### config.mk
export PLATFORM = sky130hd
export DESIGN_NAME = fixed_point_sine_q12_unit
export DESIGN_NICKNAME = d
export VERILOG_FILES = /design/src/sv/fxsin_pkg.sv /design/src/sv/fixed_point_sine_q12_unit.sv
export SDC_FILE = /design/constraint.sdc
export NUM_CORES = 2
export LEC_CHECK = 0
export ABC_AREA = 1
export BUFFER_PORTS_ARGS = -buffer_cell sky130_fd_sc_hd__buf_2
export CAP_MARGIN = 20
export CORE_MARGIN = 1
export CORE_UTILIZATION = 49
export DETAILED_ROUTE_END_ITERATION = 16
export HOLD_SLACK_MARGIN = 0.05
export MAX_ROUTING_LAYER = met4
export PLACE_DENSITY = 0.67
export SETUP_SLACK_MARGIN = 0.2
export SLEW_MARGIN = 5
export SYNTH_ARGS = -nofsm -noshare
export SYNTH_HDL_FRONTEND = slang
export SYNTH_SLANG_ARGS = --single-unit
### constraint.sdc
create_clock -name i_clk -period 6.85 [get_ports i_clk]
set_clock_uncertainty 0.1 [all_clocks]
set_input_delay 0.685 -clock i_clk [delete_from_list [all_inputs] [get_ports i_clk]]
set_output_delay 0.685 -clock i_clk [all_outputs]
set_load 0.005 [all_outputs]
### src/sv/fxsin_pkg.sv
// Shared constants and types for the Q12 fixed-point sine unit.
// No dependencies; imported by fixed_point_sine_q12_unit.
package fxsin_pkg;

    localparam int ANGLE_W = 21;
    localparam int SINE_W  = 14;
    localparam int CODE_W  = 15;
    localparam int X_W     = 14;
    localparam int Y_W     = 19;

    typedef enum logic [1:0] {
        UNIT_RAW = 2'd0,
        UNIT_DEG = 2'd1,
        UNIT_RAD = 2'd2
    } t_angle_unit;

    // Reciprocal for the degree path: exact floor(a / 45) as (a * RECIP_DEG) >> 27.
    localparam logic [21:0] RECIP_DEG = 22'd2982617;
    localparam int          SHIFT_DEG = 27;
    // Reciprocal for the radian path: (a * 4096) / 3217, off by at most one low.
    localparam logic [21:0] RECIP_RAD = 22'd2670169;
    localparam int          SHIFT_RAD = 21;
    localparam logic [12:0] DIV_RAD   = 13'd3217;

    localparam logic [31:0] K_A = 32'd3370945099;
    localparam logic [31:0] K_B = 32'd2746362156;
    localparam logic [18:0] K_C = 19'd292421;

endpackage

### src/sv/fixed_point_sine_q12_unit.sv
// Top level of the Q12 fixed-point sine unit: angle conversion, quadrant
// fold and a pipelined fifth-order polynomial.
// Depends on fxsin_pkg.
//
// Usage: angles enter on the s_axis channel and one Q12 sine word leaves on
// the m_axis channel for each of them, in order. The angle_unit register is
// written through i_cfg_we and i_cfg_wdata while the unit is idle; it picks
// whether an angle is a raw 15-bit turn, Q12 degrees or Q12 radians.
// The datapath is seven register stages: a reciprocal multiply, a remainder
// correction, the fold with the first polynomial product, and one multiplier
// stage for each further product. One word is taken every cycle while the
// receiver is ready. When the receiver stalls, a full stage holds while its
// successor holds and empty stages still fill, so the pipeline compacts
// before s_axis_tready drops. Reset clears the valid bits and sets the unit
// to raw turns.
module fixed_point_sine_q12_unit (
    input  logic        i_clk,
    input  logic        i_rst_n,
    input  logic        i_cfg_we,
    input  logic [1:0]  i_cfg_wdata,
    input  logic        s_axis_tvalid,
    output logic        s_axis_tready,
    input  logic [23:0] s_axis_tdata,   // [20:0] angle
    output logic        m_axis_tvalid,
    input  logic        m_axis_tready,
    output logic [15:0] m_axis_tdata    // [13:0] sine
);
    import fxsin_pkg::*;

    localparam int NSTG = 7;

    t_angle_unit          r_unit;
    logic [NSTG-1:0]      r_vld;
    logic [NSTG:0]        n_en;

    logic [ANGLE_W-1:0]   r1_angle;
    t_angle_unit          r1_unit;
    logic [42:0]          r1_prod;
    logic [42:0]          n1_prod;

    logic [CODE_W-1:0]    r2_code;
    logic [CODE_W-1:0]    n2_code;
    logic [CODE_W-1:0]    n2_qrad;
    logic [12:0]          n2_rem;
    logic [25:0]          n2_back;

    logic [X_W-1:0]       n3_x;
    logic [32:0]          n3_p;
    logic [X_W-1:0]       r3_x;
    logic                 r3_neg;
    logic [Y_W-1:0]       r3_y;

    logic [32:0]          n4_p;
    logic [31:0]          n4_y;
    logic [X_W-1:0]       r4_x;
    logic                 r4_neg;
    logic [Y_W-1:0]       r4_y;

    logic [32:0]          n5_p;
    logic [X_W-1:0]       r5_x;
    logic                 r5_neg;
    logic [Y_W-1:0]       r5_y;

    logic [32:0]          n6_p;
    logic [31:0]          n6_y;
    logic [X_W-1:0]       r6_x;
    logic                 r6_neg;
    logic [Y_W-1:0]       r6_y;

    logic [32:0]          n7_p;
    logic [32:0]          n7_rnd;
    logic [SINE_W-1:0]    n7_mag;
    logic [SINE_W-1:0]    r7_sine;

    always_comb begin
        n_en[NSTG] = m_axis_tready;
        for (int k = NSTG - 1; k >= 0; k--) begin
            n_en[k] = !r_vld[k] || n_en[k+1];
        end
    end

    assign s_axis_tready = n_en[0];
    assign m_axis_tvalid = r_vld[NSTG-1];
    assign m_axis_tdata  = {2'b00, r7_sine};

    always_ff @(posedge i_clk) begin
        if (!i_rst_n) begin
            r_unit <= UNIT_RAW;
            r_vld  <= '0;
        end else begin
            if (i_cfg_we) begin
                r_unit <= t_angle_unit'(i_cfg_wdata);
            end
            if (n_en[0]) begin
                r_vld[0] <= s_axis_tvalid;
            end
            for (int k = 1; k < NSTG; k++) begin
                if (n_en[k]) begin
                    r_vld[k] <= r_vld[k-1];
                end
            end
        end
    end

    // Stage 1: reciprocal multiply for the degree or radian conversion.
    always_comb begin
        if (r_unit == UNIT_RAD) begin
            n1_prod = 43'(s_axis_tdata[ANGLE_W-1:0]) * 43'(RECIP_RAD);
        end else begin
            n1_prod = 43'(s_axis_tdata[ANGLE_W-1:0]) * 43'(RECIP_DEG);
        end
    end

    // Stage 2: the radian quotient may be one low; the remainder modulo 8192
    // is exact because the true remainder stays below twice the divisor.
    always_comb begin
        n2_qrad = r1_prod[SHIFT_RAD+CODE_W-1:SHIFT_RAD];
        n2_back = 26'(n2_qrad[12:0]) * 26'(DIV_RAD);
        n2_rem  = {r1_angle[0], 12'd0} - n2_back[12:0];
        case (r1_unit)
            UNIT_DEG: n2_code = r1_prod[SHIFT_DEG+CODE_W-1:SHIFT_DEG];
            UNIT_RAD: n2_code = n2_qrad + CODE_W'(n2_rem >= DIV_RAD);
            default:  n2_code = r1_angle[CODE_W-1:0];
        endcase
    end

    // Stage 3: fold into the first quadrant and take the first product.
    always_comb begin
        if (r2_code[13]) begin
            n3_x = X_W'(15'd16384 - {1'b0, r2_code[13:0]});
        end else begin
            n3_x = {1'b0, r2_code[12:0]};
        end
        n3_p = 33'(n3_x) * 33'(K_C);
    end

    always_comb begin
        n4_p = 33'(r3_x) * 33'(r3_y);
        n4_y = K_B - {3'd0, n4_p[31:3]};
        n5_p = 33'(r4_x) * 33'(r4_y);
        n6_p = 33'(r5_x) * 33'(r5_y);
        n6_y = K_A - {1'b0, n6_p[31:1]};
        n7_p = 33'(r6_x) * 33'(r6_y);
        n7_rnd = n7_p + 33'd262144;
        n7_mag = n7_rnd[32:19];
    end

    always_ff @(posedge i_clk) begin
        if (n_en[0]) begin
            r1_angle <= s_axis_tdata[ANGLE_W-1:0];
            r1_unit  <= r_unit;
            r1_prod  <= n1_prod;
        end
        if (n_en[1]) begin
            r2_code <= n2_code;
        end
        if (n_en[2]) begin
            r3_x   <= n3_x;
            r3_neg <= r2_code[14];
            r3_y   <= n3_p[31:13];
        end
        if (n_en[3]) begin
            r4_x   <= r3_x;
            r4_neg <= r3_neg;
            r4_y   <= n4_y[31:13];
        end
        if (n_en[4]) begin
            r5_x   <= r4_x;
            r5_neg <= r4_neg;
            r5_y   <= n5_p[31:13];
        end
        if (n_en[5]) begin
            r6_x   <= r5_x;
            r6_neg <= r5_neg;
            r6_y   <= n6_y[31:13];
        end
        if (n_en[6]) begin
            r7_sine <= r6_neg ? SINE_W'(14'd0 - n7_mag) : n7_mag;
        end
    end

endmodule
* After elaboration in Yosys (flattened, before gate mapping)
Index checks and enable logic that the tools add are counted.
** Storage, ports and cells
- Memories :: 0
- Bits in read-only memories :: 0
- Input port bits :: 31
- Latch bits :: 0
- Output and inout bits :: 18
- Bits in writable memories :: 0
- Flip-flop bits (word level) :: 233
** Cells by class
- $add $sub $neg :: 7
- Eq/ne operators :: 3
- Reductions and logical operators :: 14
- Bitwise operators :: 0
- Mux-type cells :: 4
- Order comparisons :: 1
- Shift-type cells :: 0
- Divide/modulo/power cells :: 0
- Multiply operators :: 8
** Operators with widths (count)
- 14-bit by 19-bit multiplier with 32-bit output :: 3
- 21-bit by 22-bit multiplier with 42-bit output, second input constant :: 2
- 42-bit two-way mux :: 1
- 33-bit by 19-bit adder with 33-bit output, second input constant :: 1
- 14-bit by 19-bit multiplier with 33-bit output :: 1
- 14-bit by 19-bit multiplier with 32-bit output, second input constant :: 1
- 32-bit by 29-bit subtractor with 32-bit output, first input constant :: 1
- 32-bit by 31-bit subtractor with 32-bit output, first input constant :: 1
- 15-bit case mux with 2 select lines :: 1
- 14-bit two-way mux :: 2
- 1-bit by 14-bit subtractor with 14-bit output, first input constant :: 2
- 15-bit by 1-bit adder with 15-bit output :: 1
- 13-bit by 12-bit greater-or-equal comparator with 1-bit output, second input constant :: 1
- 13-bit by 12-bit multiplier with 13-bit output, second input constant :: 1
- 13-bit subtractor :: 1
- 1-bit zero test :: 7
- 1-bit logical OR :: 7
- 2-bit == test, second input constant :: 2
- 2-bit by 1-bit == test with 1-bit output, second input constant :: 1

* Depth between registers and ports, before layout
- Word-level depth :: 8
- Depth in mapped cells :: 37
- Mapped depth without buffers :: 35

* Worst setup path after synthesis
OpenSTA, ideal clock, no wires.
- Path kind :: register to register
- From :: reg r2_code[0]
- To :: reg r3_y[16] (data pin)
- Slack :: 0.331 ns
- Arrival :: 6.160 ns
- Required time :: 6.491 ns
- Path buffers :: 0
- Library setup time :: 0.259 ns
- Stages on the path, launching flop included :: 24
- Cell sequence :: edfxtp_1 > nor3_1 > nand3_1 > nor3_1 > nand4_1 > nor4_1 > ha_1 > inv_1 > fa_1 > fa_1 > fa_1 > inv_1 > fa_1 > ha_1 > ha_1 > a21oi_1 > o21ai_0 > a21oi_1 > o21ai_0 > nor2_1 > nor2_1 > o21ai_0 > nand2_1 > xor2_1
** On the way
- Longest elaborated chain between the ends :: 3
** RTL lines
- from (decl) :: line fixed_point_sine_q12_unit.sv:41 : logic [CODE_W-1:0] r2_code;
- from (signal assigned) :: line fixed_point_sine_q12_unit.sv:155 : r2_code <= n2_code;
- 1-bit by 14-bit subtractor with 14-bit output :: line fixed_point_sine_q12_unit.sv:130 : n3_x = X_W'(15'd16384 - {1'b0, r2_code[13:0]});
- 14-bit two-way mux :: line fixed_point_sine_q12_unit.sv:129 : if (r2_code[13]) begin
- net n3_x[13] :: line fixed_point_sine_q12_unit.sv:47 : logic [X_W-1:0] n3_x;
- 14-bit by 19-bit multiplier with 32-bit output :: line fixed_point_sine_q12_unit.sv:134 : n3_p = 33'(n3_x) * 33'(K_C);
- net n3_p[29] :: line fixed_point_sine_q12_unit.sv:48 : logic [32:0] n3_p;
- to (signal assigned) :: line fixed_point_sine_q12_unit.sv:160 : r3_y <= n3_p[31:13];
- to (decl) :: line fixed_point_sine_q12_unit.sv:51 : logic [Y_W-1:0] r3_y;
The timed path passes the listed nets, and every way through them passes these cells.
A chain may end at the register's enable or synchronous reset.

* Final worst setup path
Ends and elaborated chain as after synthesis.

==> results.yml <==
run_status:
  run_status: "complete, no violations"
die:
  core.rowCount: 134
  dieArea_sq_um: 136000
  die_w_um: 369
  start_util_pct: 49.4
  die-height_um: 369
  io_pins: 49
  core_area_sq_um: 134000
placed_design:
  dp_hpwl_um: 149000
  portBuffers: 43
  gp_congestion: 0.976
  place_area_sq_um: 69500
route:
  drtIter0Drc: 3578
  dr.pass1.iters: 8
  wirelength_um: 171000
  vias: 53300
  wl_per_cell_um: 16.3
  ant_nets: 0
  vias_per_cell: 5.07
  drc: 0
layout:
  syn_to_final_growth_pct: 9.62
  layout.nets: 10800
  layout_commonest_cell: "inv_1"
  mostFrequentLayoutCells: "inv_1 (2,422), nand2_1 (2,070), fa_1 (1,138), ha_1 (853), buf_4 (358)"
  antenna_cells: 0
  layout-drive-gt1-share_pct: 7.99
  design_area_sq_um: 72400
  nFillCells: 12400
sta:
  finalHoldViolCount: 0
  tightest_slew_ps: 1120
  hold_ws_ps: 229
  post-route-min-period_ps: 6420
  relSlewSlack_pct: 24.8
  period_share_pct: 93.7
  setup_tns_ps: 0
  rsz0062_at_grt: "true"
  fmax_mhz: 156
  setup_viol: 0
  slew_violations: 0
worst_setup_path:
  crit_buf_inv: 5
  critPathMaxStageDelay_ps: 530
  cp_max_fo: 9
  path_class: "flip-flop to flip-flop"
  path_delay_family: "adder cells"
  cp_slowest_cell: "fa_1"
  arrival_ps: 6680
  worstSetupStartpointType: "flip-flop"
  crit_required_ps: 7110
  end_kind: "flip-flop"
clocking:
  cts_tree: "built"
  cts_root_buf: "clkbuf_16"
  cts_made_buffers: 28
  ctsHoldBuffers: 0
  cts_sinks: 210
  cts_max_level: 1
  insertion_delay_ps: 610
  clock_path_buffers: 3
  clkTransAtPathRegs_ps: 60
yosys:
  ys_seq_area_share_pct: 9.41
  ys_seq_elements: 210
  synth_top_flop_cell: "edfxtp_1"
  synth_area_per_cell_sq_um: 7.80
  syn-instance-count: 8470
  synth_edf_count: 201
  synth_area_leaders: "fa_1 (35%), ha_1 (17%), inv_1 (14%), nand2_1 (12%), edfxtp_1 (9.1%)"
  synth_cell_type_count: 50
  yosysTopAreaCell: "fa_1"
  synth_warnings: 0
  async_flop_share_pct: 0
  synth.cell_area_sq_um: 66000
  synth_top_area_share_pct: 34.6
run:
  cap_violations: 0
grt:
  top_usage_layer: "met2"
  grt_max_degree: 41
  overflow: 0
  grt_pass1_vias: 54900
  antenna_found_initial: 2
  grt_use_met2_pct: 43.8
  gr-usage-met1_pct: 35.6
  met3_usage_pct: 1.81
  grt_pass1_wl_um: 281000
  grtUsageTotal_pct: 26.4
min_path:
  hp-class: "input pin to flip-flop"
## metrics by stage
| step | std cells | utilization, % | setup slack, ps |
|---|---|---|---|
| 6_report | 10500 | 54.2 | 432 |
| 3_3_place_gp | 10300 | 52.0 | 3.45 |
| 4_1_cts | 10400 | 53.0 | 201 |
| 3_5_place_dp | 10300 | 52.0 | -20.5 |
| 2_1_floorplan | 8471 | - | 331 |
| 5_1_grt | 10500 | 54.2 | 126 |
## state kept, by name, indices dropped and copies added, names as in the netlist, 7 cells and up
signal and cells:
r1_angle 15, r6_x 14, r1_prod 21, r3_x 14
r4_y 17, r4_x 14, r2_code 15, r7_sine 14
r6_y 19, r_vld 7, r5_x 14, r3_y 19
r5_y 19
## worst reg2reg max path, cell delays in order (launching register included)
cell and delay (ps):
edfxtp_1 430, inv_1 110, ha_1 140, inv_1 50, nor3_1 220, nand3_1 130, nor2_1 140, nand3_1 110
o31ai_1 270, xor2_1 270, inv_2 150, ha_1 310, inv_1 60, fa_1 470, fa_1 530, fa_1 450
fa_1 500, inv_1 40, ha_1 330, a21oi_1 240, o21ai_0 150, a21oi_1 190, o21ai_0 100, nor2_1 230
nor2_2 80, o21ai_0 140, nand2_1 80, xor2_1 150
## worst paths after layout
path                  start   endpoint  slack [ps]  cells past startpoint
max              r2_code[0]   r3_y[16]         430                     27
min          i_cfg_wdata[0]  r_unit[0]         230                      3
max reg2reg      r2_code[0]   r3_y[16]         430                     27
min reg2reg          r3_neg     r4_neg         320                      0
## repair_timing
item | in CTS | in global routing
pin swaps | 0 | 19
gates resized for setup | 1 | 191
buffers inserted | 34 | 102
endpoints found under the setup margin | 9 | 58
## cell usage after synthesis, drive strengths merged, types with 8 or more instances
library cell  instances
inv                2437
nand2              2136
fa                 1141
ha                  881
nor2                394
a21oi               291
nand3               205
edfxtp              201
clkbuf              166
o21ai               156
xor2                 82
nand4                68
xnor2                60
nor3                 48
a31oi                34
buf                  33
a21o                 25
and2                 12
nor4                 12
nand3b               11
o21bai               11
o21a                 10
dfxtp                 9
or2                   8
## routing by layer
layer	up-vias	wire [um]	share of wire (%)
met5	-	0	0
met4	0	3120	1.8
met3	185	8990	5.2
met2	1431	82000	48
met1	26200	77100	45
li1	25500	-	-
## layout make-up
cell class                 count  area [sq um]  share of cell area [%]
multi-input combinational   5624         50600                    69.9
tap                         1768          2210                    3.06
timing repair buffer         420          3240                    4.48
clock inverter                17           208                   0.287
clock buffer                  34           754                    1.04
sequential                   210          6220                    8.59
inverter                    2438          9150                    12.6
## cell families after synthesis
group	share of synthesized area [%]
buf+inv	15.0
compound gates	4.66
xor+xnor	1.91
other cells	0.00568
simple gates	17.7
flops	9.41
fa+ha+maj	51.3
Power is not shown: default switching activity piles up to over one toggle a cycle in this logic, so the estimate is an artifact.
